==> config.mk <==
export PLATFORM = sky130hd
export DESIGN_NAME = gih_front
export DESIGN_NICKNAME = d
export VERILOG_FILES = /design/src/rtl/core/gih_pkg.sv /design/src/rtl/core/gih_front.sv
export SDC_FILE = /design/constraint.sdc
export NUM_CORES = 1
export LEC_CHECK = 0
export BUFFER_PORTS_ARGS = -buffer_cell sky130_fd_sc_hd__buf_2
export CAP_MARGIN = 40
export CORE_AREA = 2 2 204 206
export CTS_CLUSTER_SIZE = 8
export DETAILED_ROUTE_END_ITERATION = 6
export DIE_AREA = 0 0 206 208
export GPL_TIMING_DRIVEN = 0
export PLACE_DENSITY_LB_ADDON = 0.3
export SETUP_SLACK_MARGIN = 0.15
export SYNTH_ARGS = -nofsm -noshare
export SYNTH_HDL_FRONTEND = slang
export SYNTH_SLANG_ARGS = --single-unit
==> constraint.sdc <==
create_clock -name clk -period 3.1 [get_ports clk]
set_clock_uncertainty 0.05 [all_clocks]
set_input_delay 0.155 -clock clk [delete_from_list [all_inputs] [get_ports clk]]
set_output_delay 0.155 -clock clk [all_outputs]
set_load 0.02 [all_outputs]
==> src/rtl/core/gih_pkg.sv <==
// Shared types, codes and constants of the grid interpolation histogram.
`default_nettype none
package gih_pkg;
	localparam int X_POINTS_DEF = 64;
	localparam int Y_POINTS_DEF = 64;
	localparam int NUM_BINS_DEF = 30;

	localparam logic [6:0] X_USED_RST    = 7'd64;
	localparam logic [6:0] Y_USED_RST    = 7'd64;
	localparam logic [4:0] BINS_USED_RST = 5'd30;

	localparam logic [1:0] CFG_X_USED    = 2'd0;
	localparam logic [1:0] CFG_Y_USED    = 2'd1;
	localparam logic [1:0] CFG_BINS_USED = 2'd2;

	localparam logic [2:0] ACT_WR_X  = 3'd0;
	localparam logic [2:0] ACT_WR_Y  = 3'd1;
	localparam logic [2:0] ACT_WR_Z  = 3'd2;
	localparam logic [2:0] ACT_WR_B  = 3'd3;
	localparam logic [2:0] ACT_PART  = 3'd4;
	localparam logic [2:0] ACT_READ  = 3'd5;

	localparam logic [2:0] OP_NONE = 3'd0;
	localparam logic [2:0] OP_WR_X = 3'd1;
	localparam logic [2:0] OP_WR_Y = 3'd2;
	localparam logic [2:0] OP_WR_Z = 3'd3;
	localparam logic [2:0] OP_WR_B = 3'd4;
	localparam logic [2:0] OP_PART = 3'd5;
	localparam logic [2:0] OP_READ = 3'd6;

	localparam int IQ_DEPTH  = 4;
	localparam int RQ_DEPTH  = 2;
	localparam int FRAC_BITS = 16;

	typedef struct packed {
		logic [2:0]         action;
		logic [11:0]        index;
		logic signed [31:0] value;
		logic signed [31:0] pos_x;
		logic signed [31:0] pos_y;
	} item_t;

	typedef struct packed {
		logic [4:0]  bin_number;
		logic [15:0] bin_count;
		logic        last;
	} result_t;

	typedef struct packed {
		logic [2:0]         op;
		logic [11:0]        index;
		logic signed [31:0] value;
		logic signed [31:0] pos_x;
		logic signed [31:0] pos_y;
	} req_t;

	typedef struct packed {
		logic [6:0] x_used;
		logic [6:0] y_used;
		logic [4:0] bins_used;
	} cfg_t;
endpackage
`default_nettype wire

==> src/rtl/core/gih_front.sv <==
// Front end: accepts items, classifies them and queues the requests for the engine.
`default_nettype none
module gih_front #(
	parameter int X_POINTS = gih_pkg::X_POINTS_DEF,
	parameter int Y_POINTS = gih_pkg::Y_POINTS_DEF,
	parameter int NUM_BINS = gih_pkg::NUM_BINS_DEF
) (
	input  wire logic          clk,
	input  wire logic          arst_n,
	input  wire logic          push,
	output logic               full,
	input  wire gih_pkg::item_t item,
	output logic               req_valid,
	output gih_pkg::req_t      req,
	input  wire logic          req_pop
);
	localparam int PW     = $clog2(gih_pkg::IQ_DEPTH);
	localparam int ZDEPTH = X_POINTS * Y_POINTS;

	gih_pkg::req_t cls;
	gih_pkg::req_t q_mem [gih_pkg::IQ_DEPTH];
	logic [PW-1:0] wr_ptr_q, rd_ptr_q;
	logic [PW:0]   cnt_q;
	logic          wr_en;

	// Writes outside their table and unused codes are dropped here.
	always_comb begin
		cls.op    = gih_pkg::OP_NONE;
		cls.index = item.index;
		cls.value = item.value;
		cls.pos_x = item.pos_x;
		cls.pos_y = item.pos_y;
		case (item.action)
			gih_pkg::ACT_WR_X: if (32'(item.index) < X_POINTS) cls.op = gih_pkg::OP_WR_X;
			gih_pkg::ACT_WR_Y: if (32'(item.index) < Y_POINTS) cls.op = gih_pkg::OP_WR_Y;
			gih_pkg::ACT_WR_Z: if (32'(item.index) < ZDEPTH) cls.op = gih_pkg::OP_WR_Z;
			gih_pkg::ACT_WR_B: if (32'(item.index) < NUM_BINS + 1) cls.op = gih_pkg::OP_WR_B;
			gih_pkg::ACT_PART: cls.op = gih_pkg::OP_PART;
			gih_pkg::ACT_READ: cls.op = gih_pkg::OP_READ;
			default: cls.op = gih_pkg::OP_NONE;
		endcase
	end

	assign full      = (cnt_q == (PW+1)'(gih_pkg::IQ_DEPTH));
	assign req_valid = (cnt_q != '0);
	assign req       = q_mem[rd_ptr_q];
	assign wr_en     = push && !full && (cls.op != gih_pkg::OP_NONE);

	always_ff @(posedge clk) begin
		if (wr_en) q_mem[wr_ptr_q] <= cls;
	end

	always_ff @(posedge clk or negedge arst_n) begin
		if (!arst_n) begin
			wr_ptr_q <= '0;
			rd_ptr_q <= '0;
			cnt_q    <= '0;
		end else begin
			if (wr_en) wr_ptr_q <= PW'(wr_ptr_q + 1'b1);
			if (req_pop) rd_ptr_q <= PW'(rd_ptr_q + 1'b1);
			if (wr_en && !req_pop) cnt_q <= cnt_q + 1'b1;
			else if (!wr_en && req_pop) cnt_q <= cnt_q - 1'b1;
		end
	end
endmodule
`default_nettype wire

* Word level (Yosys, flattened, before mapping)
Memories as Yosys holds them, arrays and structs flattened. Cells that the tools add are included. Widths: inputs -> output; s select.
Word-level totals: register bits after elaboration 7, memory bits (writable) 444, output and inout port bits 113, word-level logic and storage cells 35, memories kept 1
Operators by class: add/subtract/negate cells 4, order comparisons 2, equality and inequality tests 6, multiplexer cells 8, reductions and logical operators 11
Memory list:
- q_mem | words 4, width 111, read ports 1, clocked after Yosys merged registers in 0, write ports 1, RTL line gih_front.sv:21 | gih_pkg::req_t q_mem [gih_pkg::IQ_DEPTH];
Operator list (number):
- $pmux 3 s6 | 1
- $lt 12x5->1 const B | 1
- $lt 12x7->1 const B | 1
- $eq 3x3->1 const B | 3
- $mux 3 | 3
- $eq 3x2->1 const B | 2
- $reduce_bool 3->1 | 2
- $add 2x1->2 const B | 2
- $logic_and 1x1->1 | 4
- $add 3x1->3 const B | 1
- $eq 3x1->1 const B | 1
- $logic_not 1->1 | 3
- $logic_not 3->1 | 1
- $mux 1 | 3
- $sub 3x1->3 const B | 1
- $mux 2 | 1
- $reduce_bool 2->1 | 1

* Depth between registers and ports, before layout
word-level depth 9, gate-level depth with buffers 10, depth with buffers taken out 9

* Worst setup path after synthesis
No wires, ideal clock.
kind input to register, start point input item[104] (netlist name), end point memory q_mem[0][0] (netlist name), enable pin, arrival time 2790 ps, data required time 2628 ps, path slack -162 ps, stages 4, cells stage by stage or4_4 o311a_4 a211oi_4 and2_2
Between the ends: word-level cells in the longest chain between the ends 7, elaborated cells on any way between the ends 10
Ends and longest elaborated chain:
- start, declared | RTL line gih_front.sv:12 | input wire gih_pkg::item_t item,
- $lt 12x7->1 / $lt 12x5->1 (equally long branches) | RTL line gih_front.sv:34, gih_front.sv:35, gih_front.sv:37
- $mux 1 (tied with other cells) | RTL line gih_front.sv:34 | gih_pkg::ACT_WR_X: if (32'(item.index) < X_POINTS) cls.op = gih_pkg::OP_WR_X;
- $pmux 3 s6 (*) | RTL line gih_front.sv:33 | case (item.action)
- $reduce_bool 3->1 (*) | RTL line gih_front.sv:47 | assign wr_en = push && !full && (cls.op != gih_pkg::OP_NONE);
- $logic_and 1x1->1 (*) | RTL line gih_front.sv:47
- net wr_en | RTL line gih_front.sv:24 | logic wr_en;
- $mux 1 (*) | RTL line gih_front.sv:50 | if (wr_en) q_mem[wr_ptr_q] <= cls;
- $mux 1 (implied by the code) (*) | RTL line gih_front.sv:50
- end, declared | RTL line gih_front.sv:21
Mark *: on every way through the listed nets, which the timed path passes. The rest lies on a longest branch.

* Worst setup path in the final report
start point register cnt_q[2], end point memory q_mem[1][63] (netlist name), enable pin
Between the ends: word-level cells in the longest chain between the ends 6
Ends and longest elaborated chain:
- start, declared | RTL line gih_front.sv:23 | logic [PW:0] cnt_q;
- start signal, assigned | RTL line gih_front.sv:61 | if (wr_en && !req_pop) cnt_q <= cnt_q + 1'b1;
- start signal, assigned | RTL line gih_front.sv:62 | else if (!wr_en && req_pop) cnt_q <= cnt_q - 1'b1;
- $eq 3x3->1 | RTL line gih_front.sv:44 | assign full = (cnt_q == (PW+1)'(gih_pkg::IQ_DEPTH));
- $logic_not 1->1 | RTL line gih_front.sv:47
- $logic_and 1x1->1 (2 in series) | RTL line gih_front.sv:47
- net wr_en | RTL line gih_front.sv:24
- $mux 1 | RTL line gih_front.sv:50
- $mux 1 (implied by the code) | RTL line gih_front.sv:50
The timed path passes the listed nets, and every way through them passes these cells.

==> key figures <==
STA
  – Slew HR: 52.9%
  – Fmax: 0.353 GHz
  – Final Setup Violations: 0
  – Unrepaired setup endpoints after global routing: yes
  – Final Cycle Share: 91.5%
  – Fin crit period: 2.84 ns
  – Final-report hold violation count: 0
  – Measured slew at the worst slew-check pin: between 0.7 and 0.8 ns
  – Max-slew violations: 0
  – Final worst slack: 0.264 ns
  – Setup tns final: 0 ns

Routing
  – DR vias: 8099
  – Final wirelength: 33300 um
  – Drt pass-1 iters: 4
  – Iter 0 DRT Violations: between 300 and 400
  – Drt drc: 0
  – Routed Antenna Nets: 0
  – Average wire per standard cell: 20.6 um
  – Vias/cell: between 5 and 6

Logic synthesis
  – Synth Register Bits: 451
  – Yosys cell types: 30
  – Mapped Area: 16500 um2
  – Post-synthesis sequential area ratio: 81.9%
  – Synth top area cells: edfxtp_1 81%, mux4_2 15%, dfrtp_1 1.1%
  – Area share of the largest cell type after synthesis: 80.8%
  – Yosys top cell by area: edfxtp_1
  – Synth warn: 0
  – Syn avg cell area: 25.9 um2
  – Post-Syn Instances: 636
  – Post-synth net total: 757

Clock network
  – CTS max path bufs: 3
  – CTS tree: yes
  – H-tree depth: 3
  – Root Buffer Master: clkbuf_16
  – Num CTS Buffers: 66
  – Setup bufs post-CTS: 0
  – Sink Count: about 450
  – Clock latency on the worst-skew pair: approximately 0.55 ns
  – Clk slew on worst S/H paths: 0.05 ns

Place
  – Port buffer count: ~230
  – RD Place Congestion: ~0.7
  – Detail Placement HPWL: 20100 um
  – Setup WS pre-CTS: -0.224 ns

Critical path
  – Crit path capture type: flip-flop
  – Crit-path cells: nor3b_1 -> nand3b_1 -> a211oi_4 -> and2_4 -> buf_12 -> buf_16
  – Reg-to-Reg End: q_mem[1][63]$_DFFE_PP_
  – R2R setup slack: between 0.2 and 0.3 ns
  – Reg2reg path depth: 6
  – Worst path bufs/invs: 2
  – CP Depth: 6
  – Crit path arrival time: 3.00 ns
  – CP Data Required Time: 3.26 ns
  – Worst setup path endpoint: q_mem[1][63]$_DFFE_PP_
  – Crit Path Category: reg -> reg
  – CP startpoint kind: flip-flop
  – Crit path from: cnt_q[2]$_DFFE_PN0P_
  – Slowest CP cell: and2_4
  – Slowest stage delay, CP: 0.56 ns
  – RR Startpoint: cnt_q[2]$_DFFE_PN0P_
  – Critical path fanouts, max: 52
  – CP top delay family: simple AND/OR/NAND/NOR gates

Run status
  – Status: completed

Global routing
  – Gr ovfl total: 0
  – First-pass GRT wire length: between 50000 and 60000 um
  – GRT Total Usage: 15.9%
  – Largest net degree at the start of global routing: 54
  – Vias in the first global route: roughly 9000
  – Initial antenna violation count: 5

Worst hold path
  – Worst min path class: in -> reg

Power
  – Sequential share of power: 38.4%
  – Worst vdd ir: 0.554 mV
  – Clock power share: approximately 33%
  – Gate power share: 28.5%
  – Pint: 13.8 mW
  – Final Total Pwr: 19.4 mW
  – Power Density: 898 nW/um2
  – Leak: 7.44 nW
  – Switching Share: 29.0%
  – P_sw: about 5.6 mW

Cells and area
  – Layout cells sized above 1: roughly two fifths
  – Core Util, Final: 53.2%
  – Sequential standard cell area: 13500 um2
  – Fill cells: ~3100
  – Multi-input logic area: 2870 um2
  – Area delta synth->final: 30.8%
  – Commonest non-fill, non-tap cell in the layout: edfxtp_1
  – Final net count: 1176
  – Commonest cells after routing, fill and taps aside: 444 x edfxtp_1, 234 x buf_2, 113 x dlygate4sd3_1

Run
  – Max Cap Viol: 0

Floorplanning
  – Rows: 74
  – Die Area: between 40000 and 50000 um2
  – Die Wd: 206 um
  – Core Box Area: 40600 um2
  – Ports: around 230
  – Die H: 208 um
  – Initial Util: 40.7%
==> sequential cells by signal, indices dropped and copies added, names as in the netlist <==
name	count
q_mem	444
cnt_q	3
rd_ptr_q	2
wr_ptr_q	2
==> layout make-up <==
type	instances	area share (%)
Tap cell	532	3.08
Clock inverter	1	0.0406
Inverter	5	0.0870
Multi-Input combinational cell	154	13.3
Timing Repair Buffer	351	11.7
Antenna cell	3	0.0348
Sequential cell	451	62.6
Clock buffer	89	8.64
Buffer	26	0.603
==> metal layers <==
| metal | share of wire, % | up-vias | wire, um | global-route usage (%) |
|---|---|---|---|---|
| met2 | 51 | 230 | 16800 | 26.1 |
| met1 | 40 | 4221 | 13400 | 20.0 |
| li1 | - | 3584 | - | - |
| met5 | 0.087 | - | 29 | 0 |
| met3 | 7.0 | 60 | 2310 | 4.65 |
| met4 | 2.0 | 4 | 679 | 5.67 |
==> synth_stat cells <==
library cell and n:
inv_1 5, and2_2 4, a21oi_1 1, xor2_1 3, xnor2_1 3, edfxtp_1 444
mux4_2 111, ha_1 5, fa_1 1, o21ai_0 4, mux2_2 1, nor2_1 2
nand2_1 4, nand3b_1 1, or4_4 1, buf_2 9, mux2_4 1, nand3_1 3
a211oi_4 1, nor2b_1 1, nand2b_1 1, nor3b_1 1, o311a_4 1, buf_1 7
o22ai_1 1, dfrtp_1 7, o31a_1 1, or3_1 1, nor3_1 1, clkbuf_1 10
==> cell families after synthesis <==
family	Yosys count	synth area share, %
adder cells (fa/ha/maj)	6	0.501
AND/OR/NAND/NOR	20	0.713
multiplexers	113	15.3
flip-flops	451	81.9
buffers and inverters	31	0.774
AO/OA/AOI/OAI	9	0.493
XOR/XNOR	6	0.319
==> power groups by stage <==
stage | registers (mW) | logic (mW) | clock network [mW]
after floorplan | 7.53 | 3.63 | 0
after global placement | 7.58 | 5.35 | 0
after detailed placement | 7.55 | 5.54 | 0
after CTS | 7.44 | 5.70 | 6.61
after global routing | 7.47 | 5.96 | 6.84
final | 7.44 | 5.53 | 6.42
==> worst reg2reg max path, delay by kind of cell, from the launching register on <==
family | cells | cell delay [ns]
flops | 1 | 0.39
simple gates | 3 | 0.95
buf+inv | 2 | 0.60
compound gates | 1 | 0.42
==> worst min-delay path by stage <==
| stage | from | endpoint | slack, ns | cells past startpoint |
|---|---|---|---|---|
| floorplan | arst_n | cnt_q[0]$_DFFE_PN0P_ | -0.19 | 0 |
| global placement | arst_n | cnt_q[2]$_DFFE_PN0P_ | -0.05 | 1 |
| detailed placement | arst_n | cnt_q[2]$_DFFE_PN0P_ | -0.05 | 1 |
| CTS | push | wr_ptr_q[0]$_DFFE_PN0P_ | 0.02 | 4 |
| global route | push | wr_ptr_q[0]$_DFFE_PN0P_ | 0.04 | 4 |
| finish | push | wr_ptr_q[0]$_DFFE_PN0P_ | 0.05 | 4 |
==> through the flow <==
step	area, um2	cells	hold WS, ns
floorplan	16500	636	-0.191
global placement	18300	1394	-0.0504
detailed placement	18600	1406	-0.0476
CTS	21600	1609	0.0158
global route	21600	1610	0.0418
finish	21600	1612	0.0497
==> repair_timing <==
| action | CTS | global route |
|---|---|---|
| setup endpoints to repair | 84 | 72 |
| hold endpoints to repair | 446 | 0 |
| resized for setup | 11 | 4 |
| hold buffers | 113 | 0 |
Power figures use the tool's default switching activity.
