--- config.mk ---
export PLATFORM = sky130hd
export DESIGN_NAME = gih_res_queue
export DESIGN_NICKNAME = d
export VERILOG_FILES = /design/src/rtl/core/gih_pkg.sv /design/src/rtl/core/gih_res_queue.sv
export SDC_FILE = /design/constraint.sdc
export NUM_CORES = 1
export LEC_CHECK = 0
export ABC_AREA = 1
export BUFFER_PORTS_ARGS = -buffer_cell sky130_fd_sc_hd__buf_4
export CAP_MARGIN = 5
export CORE_UTILIZATION = 46
export DETAILED_ROUTE_END_ITERATION = 16
export GPL_ROUTABILITY_DRIVEN = 1
export PLACE_DENSITY = 0.77
export SYNTH_ARGS = -nofsm -noshare
export SYNTH_HDL_FRONTEND = slang
export SYNTH_SLANG_ARGS = --single-unit
--- constraint.sdc ---
create_clock -name clk -period 1.79 [get_ports clk]
set_input_delay 0.358 -clock clk [delete_from_list [all_inputs] [get_ports clk]]
set_output_delay 0.358 -clock clk [all_outputs]
set_load 0.005 [all_outputs]
--- src/rtl/core/gih_pkg.sv ---
// Shared types, codes and constants of the grid interpolation histogram.
`default_nettype none
package gih_pkg;
	localparam int X_POINTS_DEF = 64;
	localparam int Y_POINTS_DEF = 64;
	localparam int NUM_BINS_DEF = 30;

	localparam logic [6:0] X_USED_RST    = 7'd64;
	localparam logic [6:0] Y_USED_RST    = 7'd64;
	localparam logic [4:0] BINS_USED_RST = 5'd30;

	localparam logic [1:0] CFG_X_USED    = 2'd0;
	localparam logic [1:0] CFG_Y_USED    = 2'd1;
	localparam logic [1:0] CFG_BINS_USED = 2'd2;

	localparam logic [2:0] ACT_WR_X  = 3'd0;
	localparam logic [2:0] ACT_WR_Y  = 3'd1;
	localparam logic [2:0] ACT_WR_Z  = 3'd2;
	localparam logic [2:0] ACT_WR_B  = 3'd3;
	localparam logic [2:0] ACT_PART  = 3'd4;
	localparam logic [2:0] ACT_READ  = 3'd5;

	localparam logic [2:0] OP_NONE = 3'd0;
	localparam logic [2:0] OP_WR_X = 3'd1;
	localparam logic [2:0] OP_WR_Y = 3'd2;
	localparam logic [2:0] OP_WR_Z = 3'd3;
	localparam logic [2:0] OP_WR_B = 3'd4;
	localparam logic [2:0] OP_PART = 3'd5;
	localparam logic [2:0] OP_READ = 3'd6;

	localparam int IQ_DEPTH  = 4;
	localparam int RQ_DEPTH  = 2;
	localparam int FRAC_BITS = 16;

	typedef struct packed {
		logic [2:0]         action;
		logic [11:0]        index;
		logic signed [31:0] value;
		logic signed [31:0] pos_x;
		logic signed [31:0] pos_y;
	} item_t;

	typedef struct packed {
		logic [4:0]  bin_number;
		logic [15:0] bin_count;
		logic        last;
	} result_t;

	typedef struct packed {
		logic [2:0]         op;
		logic [11:0]        index;
		logic signed [31:0] value;
		logic signed [31:0] pos_x;
		logic signed [31:0] pos_y;
	} req_t;

	typedef struct packed {
		logic [6:0] x_used;
		logic [6:0] y_used;
		logic [4:0] bins_used;
	} cfg_t;
endpackage
`default_nettype wire

--- src/rtl/core/gih_res_queue.sv ---
// Result queue between the engine and the result port.
`default_nettype none
module gih_res_queue (
	input  wire logic             clk,
	input  wire logic             arst_n,
	input  wire logic             res_push,
	input  wire gih_pkg::result_t res_item,
	output logic                  res_full,
	output logic                  empty,
	input  wire logic             pop,
	output gih_pkg::result_t      result
);
	localparam int PW = $clog2(gih_pkg::RQ_DEPTH);

	gih_pkg::result_t q_mem [gih_pkg::RQ_DEPTH];
	logic [PW-1:0] wr_ptr_q, rd_ptr_q;
	logic [PW:0]   cnt_q;
	logic          wr_en, rd_en;

	assign res_full = (cnt_q == (PW+1)'(gih_pkg::RQ_DEPTH));
	assign empty    = (cnt_q == '0);
	assign result   = q_mem[rd_ptr_q];
	assign wr_en    = res_push && !res_full;
	assign rd_en    = pop && !empty;

	always_ff @(posedge clk) begin
		if (wr_en) q_mem[wr_ptr_q] <= res_item;
	end

	always_ff @(posedge clk or negedge arst_n) begin
		if (!arst_n) begin
			wr_ptr_q <= '0;
			rd_ptr_q <= '0;
			cnt_q    <= '0;
		end else begin
			if (wr_en) wr_ptr_q <= PW'(wr_ptr_q + 1'b1);
			if (rd_en) rd_ptr_q <= PW'(rd_ptr_q + 1'b1);
			if (wr_en && !rd_en) cnt_q <= cnt_q + 1'b1;
			else if (!wr_en && rd_en) cnt_q <= cnt_q - 1'b1;
		end
	end
endmodule
`default_nettype wire

# After elaboration in Yosys (flattened, before gate mapping)
# Memory sizes are Yosys's and may differ from the RTL's.
# Index checks and enable logic that the tools add are counted.
# W data, S select, Z words.
dict set report classes {
  n_reduce_logical 10
  addsub 4
  muxes 4
  n_eq_ne 1
}
# cell count
set ops {}
lappend ops {{$logic_and A1 B1 Y1} 4}
lappend ops {{$logic_not A1 Y1} 4}
lappend ops {{$mux W2} 2}
lappend ops {{$add A1 B1 Y1 const B} 2}
lappend ops {{$add A2 B1 Y2 const B} 1}
lappend ops {{$eq A2 B2 Y1 const B} 1}
lappend ops {{$logic_not A2 Y1} 1}
lappend ops {{$mux W1} 2}
lappend ops {{$reduce_bool A2 Y1} 1}
lappend ops {{$sub A2 B1 Y2 const B} 1}
dict set report totals {
  n_memories 1
  ramBits 44
  ff_bits 4
}
# name depth width rd rd_clocked_by_memory_dff wr line_no
set mem_list {}
lappend mem_list {q_mem 2 22 1 0 1 gih_res_queue.sv:15} ;# gih_pkg::result_t q_mem [gih_pkg::RQ_DEPTH];

# Longest topological paths before layout
# Gate-level depths: netlist of run 1.
dict set report logic_depth {
  depth_word 7
  mapped_depth 9
}

# Worst setup path after synthesis of run 1
# No wires, ideal clock.
dict set report synth_timing {
  kind {flip-flop to flip-flop}
  startpoint {register cnt_q[1]}
  endpoint {memory q_mem[1][0] (netlist name), enable pin}
  path_stages_with_launch 4
  setup_time_ps 401
  slack_ps -140
  arrival_ps 1529
  n_path_buf 0
  cell_sequence {dfrtp_1 -> inv_1 -> o21ai_0 -> nor2_1}
}
dict set report synth_via {
  elab_chain_cells 5
}
# element line_no
set synth_rtl {}
lappend synth_rtl {{from (decl)} gih_res_queue.sv:17} ;# logic [PW:0] cnt_q;
lappend synth_rtl {{from (signal assigned)} gih_res_queue.sv:38} ;# if (wr_en && !rd_en) cnt_q <= cnt_q + 1'b1;
lappend synth_rtl {{from (signal assigned)} gih_res_queue.sv:39} ;# else if (!wr_en && rd_en) cnt_q <= cnt_q - 1'b1;
lappend synth_rtl {{$eq A2 B2 Y1} gih_res_queue.sv:20} ;# assign res_full = (cnt_q == (PW+1)'(gih_pkg::RQ_DEPTH));
lappend synth_rtl {{$logic_not A1 Y1} gih_res_queue.sv:23} ;# assign wr_en = res_push && !res_full;
lappend synth_rtl {{$logic_and A1 B1 Y1} gih_res_queue.sv:23}
lappend synth_rtl {{$mux W1} gih_res_queue.sv:27} ;# if (wr_en) q_mem[wr_ptr_q] <= res_item;
lappend synth_rtl {{$mux W1 (implied by the code)} gih_res_queue.sv:27}
lappend synth_rtl {{to (decl)} gih_res_queue.sv:15}
# Every way passes these cells.

==> qor_table.md, run 1 <==
| Step | Item | This run |
| --- | --- | --- |
| worst setup path | Number of buffer and inverter stages on the critical path | 2 |
| timing | Max-slew violation count | 0 |
| timing | Worst slew margin relative to its limit | 73.52% |
| cells and area | Share of cells above drive strength 1 | 31.71% |
| power and ir drop | Max rail drop VDD | 0.8727 mV |
| cells and area | Layout net count | 231 |
| clocking | Clock tree sinks | 48 |
| synth | Yosys reg bits | 48 |
| timing | Final setup TNS | 0 ns |
| worst hold path | Hold crit path type | primary input to flop |
| synth | EDFF count, synth | 44 |
| cells and area | Signed area change from the synthesized netlist to the final layout | 29.78% |
| worst setup path | Worst Setup End Kind | output pin |
| global routing | Number of global-route vias before repair | 1194 |
| routing | DRT Pass-1 Iters | 4 |
| placement | Placed inst area | 2271 um2 |
| synth | Main synth FF type | edfxtp_1 |
| placement | Total placed cells including tap cells | 244 |
| clocking | CTS H-tree lvls | 2 |
| worst setup path | Worst-path cell chain | inv_2 -> nand2_1 -> nand2_1 -> buf_4 |
| timing | Tightest hold margin | 0.2405 ns |
| clocking | CTS tree | yes |
| placement | Final weighted congestion in routability-driven placement | 0.7415 |
| global routing | Largest net degree at the start of global routing | 24 |
| routing | Via density | 4.826 |
| power and ir drop | Power density relative to cell area | 1547 nW/um2 |
| synth | Total of warnings raised by yosys | 0 |
| worst setup path | Worst Path Class, Setup | flop to output pin |
| power and ir drop | Switching component of the power | 1.147 mW |
| synth | Proportion of synthesized chip area in sequential cells | 77.23% |
| cells and area | Inserted Diodes | 0 |
| clocking | Setup Buffers After CTS | 0 |
| floorplanning | Die height | 65.26 um |
| routing | Remaining antenna violation count after routing | 0 |
| floorplanning | Standard cell core area | 3744 um2 |
| power and ir drop | Combinational power share | 35.6% |
| clocking | Cts repair resizes | 0 |
| worst setup path | Signal arrival time at the worst endpoint | 1.30 ns |
| placement | Sum of net half-perimeters after detailed placement | 2.316 mm |
| power and ir drop | Relative contribution of sequential cells to total power | 44.3% |
| worst setup path | Top delay family on crit path | buffers and inverters |
| worst setup path | Startpoint class of the critical path | flop |
| timing | Count of final setup violators | 0 |
| timing | Worst-margin pin slew | 0.3967 ns |
| timing | Peak Freq | 0.6023 GHz |
| global routing | Global routing usage summed across all routing layers | 17.85% |
| clocking | Hold Buf Count CTS | 1 |
| worst setup path | Required @ worst endpoint | 1.43 ns |
| power and ir drop | Internal Pwr Total | 2.548 mW |
| floorplanning | Width of the die | 65.26 um |
| worst setup path | Maximum fanout along the worst path | 23 |
| cells and area | Fill cell total of the finished layout | 301 |
| synth | Gate Count Post-Synth | 146 |
| global routing | Overflow left after global routing | 0 |
| timing | Final worst clock skew | 0.002042 ns |
| worst setup path | Library cell appearing most often on the critical path | nand2_1 |
| synth | Average footprint of a synthesized cell | 12.61 um2 |
| synth | Syn nets | 173 |
| clocking | Cts bufs inserted | 5 |
| timing | Final worst path period share | 92.75% |
| synth | Synthesized area | 1841 um2 |
| power and ir drop | Total leakage power | 1.065 nW |
| worst setup path | Crit-path slowest cell | dfrtp_1 |
| global routing | Wire length of the first global-routing pass | 5.444 mm |
| clocking | Clock slew at the register clock pins of the worst setup and hold paths | 0.08 ns |
| power and ir drop | Switching share of power | 31.04% |
| floorplanning | Initial Utilization | 49.16% |
| run status | Status | finished, final reports clean |
| clocking | Longest Clk Path Bufs | 2 |
| routing | Detailed-route wire length | 3.334 mm |
| placement | Number of I/O port buffers | 49 |
| flow run | Number of max-capacitance violations reported | 0 |
| worst setup path | Critical Path Max Stage Delay | 0.39 ns |
| global routing | Initial antenna violation count | 0 |
| timing | Number of hold-slack violations in the final timing report | 0 |
| synth | Share of synthesized flip-flops with an asynchronous set or reset | 8.333% |
| floorplanning | Cell Rows | 22 |
| routing | Routed via count | 1221 |
| clocking | Root buffer cell | clkbuf_8 |
| cells and area | Final design area excluding fillers | 2389 um2 |
| routing | Number of design rule violations left after detail routing | 0 |
| routing | Violation count after the first detailed-route iteration | 73 |
| clocking | Clock latency of the later-clocked register in the worst-skew pair | 0.30 ns |
| power and ir drop | Proportion of power drawn by the clock network | 20.1% |
| floorplanning | Area enclosed by the die boundary | 4258 um2 |
| cells and area | Fraction of the core area covered by cells at the end of the flow | 63.80% |
| floorplanning | Top-level I/O count | 50 |
| timing | RSZ-0062 raised after global routing | false |
| cells and area | Finished Layout Cells | 253 |
| synth | Distinct cell type count of the synthesized netlist | 15 |
| timing | Final Critical Period | 1.660 ns |
| routing | Routed length per instance | 13.18 um |
## worst reg2reg max path: cells and delay by family, from the launching register on
family                   cells  cell delay [ns]
AND/OR/NAND/NOR              5             0.45
adder cells (fa/ha/maj)      1             0.32
flip-flops                   1             0.47
buffers and inverters        1             0.09
## per-stage QoR
| stage | power, mW | setup WS [ns] |
|---|---|---|
| after floorplan | 2.345 | 0.2038 |
| after global placement | 2.917 | 0.4763 |
| after detailed placement | 2.982 | 0.3736 |
| after CTS | 3.727 | 0.1130 |
| after global routing | 3.940 | 0.03385 |
| final | 3.694 | 0.1297 |
## flip-flops by register name, indices dropped and copies added (netlist names)
register and flops:
q_mem 44, cnt_q 2, rd_ptr_q 1, wr_ptr_q 1
## cells in the mapped netlist (2+ instances only)
cell      count  area (um2)
buf_4         2       15.01
buf_6         2       22.52
dfrtp_1       4       100.1
edfxtp_1     44        1321
inv_1         7       26.28
nand2_1      75       281.5
nor2_1        2       7.510
nor2_2        2       12.51
o21ai_0       2       10.01
## cell usage in the layout (no fill, tap or decap)
master / n
dlygate4sd3_1: 1
dfrtp_1: 4
edfxtp_1: 44
xnor2_1: 1
nand4_1: 1
clkbuf_1: 1
ha_1: 1
nor2_2: 3
buf_4: 54
nand3_1: 1
inv_2: 1
clkinv_2: 1
nand3b_1: 1
nand2_1: 75
o21ai_0: 2
clkbuf_8: 5
inv_1: 7
bufinv_16: 1
nor2_1: 1
## power by group through the flow
| stage | logic, mW | registers (mW) | clock network (mW) |
|---|---|---|---|
| final | 1.31 | 1.64 | 0.744 |
| after CTS | 1.33 | 1.63 | 0.762 |
| after global routing | 1.48 | 1.66 | 0.797 |
| after detailed placement | 1.32 | 1.66 | 0 |
| after global placement | 1.28 | 1.64 | 0 |
| after floorplan | 0.701 | 1.64 | 0 |
## metal layers
| metal | GRT usage (%) | up-vias | wire (um) |
|---|---|---|---|
| met5 | 0 | - | 0 |
| met4 | 5.707 | 0 | 42 |
| met3 | 6.424 | 4 | 218 |
| met2 | 29.90 | 44 | 1670 |
| met1 | 21.37 | 579 | 1403 |
| li1 | - | 594 | - |
## cell families (layout without fill, tap and decap cells)
kind of cell	after synthesis	count (layout)	synth area share, %
fa+ha+maj	1	1	0.6797
buf+inv	12	71	3.671
simple gates	82	82	17.40
xor+xnor	1	1	0.4760
compound gates	2	2	0.5439
flops	48	48	77.23
## final cells by class
| class | instances | area (um2) | share of cell area (%) |
|---|---|---|---|
| sequential | 48 | 1421 | 59.51 |
| inverter | 8 | 30.03 | 1.257 |
| multi-input combinational | 86 | 354.1 | 14.82 |
| clock inverter | 2 | 35.03 | 1.467 |
| timing repair buffer | 55 | 415.4 | 17.39 |
| tap | 48 | 60.06 | 2.514 |
| clock buffer | 6 | 72.57 | 3.038 |
## worst paths after layout
check	to	startpoint	slack [ns]	depth (start not counted)
worst min register to register	wr_ptr_q	wr_ptr_q	0.51	2
min in group asynchronous	cnt_q[0]	arst_n	0.39	2
worst max-delay path	result[16]	rd_ptr_q	0.13	4
max in group asynchronous	cnt_q[1]	arst_n	1.30	2
worst min-delay path	q_mem[1][13]	res_item[13]	0.24	1
worst max register to register	cnt_q[1]	cnt_q[0]	0.37	7
Note: power is estimated with default switching activity, not from simulation.
==> run 2: changes to the inputs <==
--- a/config.mk
+++ b/config.mk
@@ -8,10 +8,12 @@
 export ABC_AREA = 1
 export BUFFER_PORTS_ARGS = -buffer_cell sky130_fd_sc_hd__buf_4
 export CAP_MARGIN = 5
+export CORE_MARGIN = 2
 export CORE_UTILIZATION = 46
 export DETAILED_ROUTE_END_ITERATION = 16
 export GPL_ROUTABILITY_DRIVEN = 1
 export PLACE_DENSITY = 0.77
+export SKIP_CTS_REPAIR_TIMING = 1
 export SYNTH_ARGS = -nofsm -noshare
 export SYNTH_HDL_FRONTEND = slang
 export SYNTH_SLANG_ARGS = --single-unit
==> qor_table.md, run 2 (synthesized netlist as in run 1, its figures left out) <==
| Step | Item | This run |
| --- | --- | --- |
| floorplanning | Standard cell core area | 3744 um2 |
| global routing | Initial antenna violation count | 0 |
| clocking | Cts bufs inserted | 5 |
| flow run | Number of max-capacitance violations reported | 0 |
| worst setup path | Startpoint class of the critical path | flop |
| cells and area | Share of cells above drive strength 1 | 31.71% |
| worst hold path | Min-Delay Path Depth | 1 |
| worst setup path | Signal arrival time at the worst endpoint | 1.34 ns |
| routing | Detailed-route wire length | 3.374 mm |
| global routing | Global routing usage summed across all routing layers | 16.74% |
| floorplanning | Area enclosed by the die boundary | 4523 um2 |
| cells and area | Fraction of the core area covered by cells at the end of the flow | 63.80% |
| routing | DRT Pass-1 Iters | 4 |
| floorplanning | Top-level I/O count | 50 |
| clocking | CTS tree | yes |
| cells and area | Leading cell types in the layout, fill and taps excluded | nand2_1, buf_4, edfxtp_1 |
| power and ir drop | Total leakage power | 1.065 nW |
| clocking | Clock slew at the register clock pins of the worst setup and hold paths | 0.08 ns |
| floorplanning | Width of the die | 67.26 um |
| global routing | Number of global-route vias before repair | 1181 |
| cells and area | Finished Layout Cells | 253 |
| clocking | Longest Clk Path Bufs | 2 |
| timing | Number of hold-slack violations in the final timing report | 0 |
| placement | Total placed cells including tap cells | 244 |
| cells and area | Leading cell type in the layout, fill and taps excluded | nand2_1 |
| worst hold path | Hold crit path type | primary input to flop |
| power and ir drop | Max rail drop VDD | 0.8034 mV |
| cells and area | Layout net count | 231 |
| routing | Remaining antenna violation count after routing | 0 |
| global routing | Overflow left after global routing | 0 |
| floorplanning | Initial Utilization | 49.16% |
| placement | Sum of net half-perimeters after detailed placement | 2.392 mm |
| cells and area | Signed area change from the synthesized netlist to the final layout | 29.78% |
| clocking | Root buffer cell | clkbuf_8 |
| worst setup path | Required @ worst endpoint | 1.43 ns |
| clocking | CTS H-tree lvls | 2 |
| timing | Count of final setup violators | 0 |
| power and ir drop | Power density relative to cell area | 1546 nW/um2 |
| routing | Violation count after the first detailed-route iteration | 37 |
| worst setup path | Startpoint of the worst-slack reg-to-reg timing path | cnt_q[0] |
| routing | Routed length per instance | 13.34 um |
| global routing | Largest net degree at the start of global routing | 24 |
| clocking | Clock latency of the later-clocked register in the worst-skew pair | 0.29 ns |
| worst setup path | Worst Path Class, Setup | flop to output pin |
| cells and area | Largest registers | q_mem: 44 flops, cnt_q: 2 flops |
| floorplanning | Die height | 67.26 um |
| worst setup path | Worst Setup End Kind | output pin |
| timing | Max-slew violation count | 0 |
| worst setup path | Worst-case register-to-register setup slack | 0.34 ns |
| timing | Worst slew margin relative to its limit | 73.77% |
| run status | Status | finished, final reports clean |
| timing | Final worst path period share | 94.81% |
| timing | Final setup TNS | 0 ns |
| global routing | Wire length of the first global-routing pass | 5.326 mm |
| timing | Worst-margin pin slew | 0.3928 ns |
| timing | Final worst clock skew | 0.002820 ns |
| cells and area | Flip-flop count of the largest register, all copies and words added | 44 |
| routing | Via density | 4.751 |
| routing | Number of design rule violations left after detail routing | 0 |
| timing | Peak Freq | 0.5892 GHz |
| placement | Number of I/O port buffers | 49 |
| worst setup path | Worst R2R End | cnt_q[1] |
| worst setup path | Register-to-Register Path Depth | 6 |
| cells and area | Largest Register | q_mem |
| worst setup path | Worst setup endpoint | result[7] |
| clocking | Clock tree sinks | 48 |
| routing | Routed via count | 1202 |
| cells and area | Inserted Diodes | 0 |
| placement | Final weighted congestion in routability-driven placement | 0.7403 |
| worst setup path | Maximum fanout along the worst path | 23 |
| floorplanning | Cell Rows | 22 |
| timing | RSZ-0062 raised after global routing | false |
| timing | Final Critical Period | 1.697 ns |
| worst setup path | Critical Path Source | rd_ptr_q |
==> run 2: worst min-delay path by stage <==
stage | start | end
finish | res_item[16] | q_mem[0][16]
global route | res_item[16] | q_mem[0][16]
CTS | arst_n | rd_ptr_q
detailed placement | arst_n | rd_ptr_q
global placement | arst_n | rd_ptr_q
floorplan | arst_n | cnt_q[0]
==> run 2: critical path, cell delays in order, from the launching register on <==
cell,delay [ns]
dfrtp_1,0.39
inv_2,0.31
nand2_1,0.11
nand2_1,0.12
buf_4,0.12
==> run 2: where the power goes <==
part / leakage [nW] / internal (mW) / switching [mW]
clock: 0.0552 / 0.414 / 0.323
sequential: 0.457 / 1.53 / 0.0971
combinational: 0.553 / 0.598 / 0.726
total: 1.07 / 2.55 / 1.15
==> run 2: cell type report <==
class | count | area, um2
flip-flops and latches | 48 | 1421
fillers | 303 | 1355
repair buffers | 55 | 415.4
multi-input cells | 86 | 354.1
clock buffers | 6 | 72.57
well taps | 48 | 60.06
clock inverters | 2 | 35.03
inverters | 8 | 30.03
==> run 2: routing by layer <==
| metal | up-vias | share of wire (%) | track usage (%) |
|---|---|---|---|
| met3 | 5 | 7.6 | 6.833 |
| met1 | 559 | 41 | 19.07 |
| li1 | 593 | - | - |
| met2 | 45 | 50 | 28.96 |
| met4 | 0 | 1.8 | 4.847 |
| met5 | - | 0 | 0 |
==> run 2: through the flow <==
stage          worst slack [ns]  total power, mW  cell area (um2)  hold slack [ns]
6_report                0.09282            3.693             2389           0.2461
3_3_place_gp             0.4549            2.928             2271           0.1558
5_1_grt                 0.01635            3.945             2389           0.2271
4_1_cts                 0.07795            3.730             2379          -0.1629
3_5_place_dp             0.3652            2.991             2271           0.1575
2_1_floorplan            0.2038            2.345             1843          0.06241
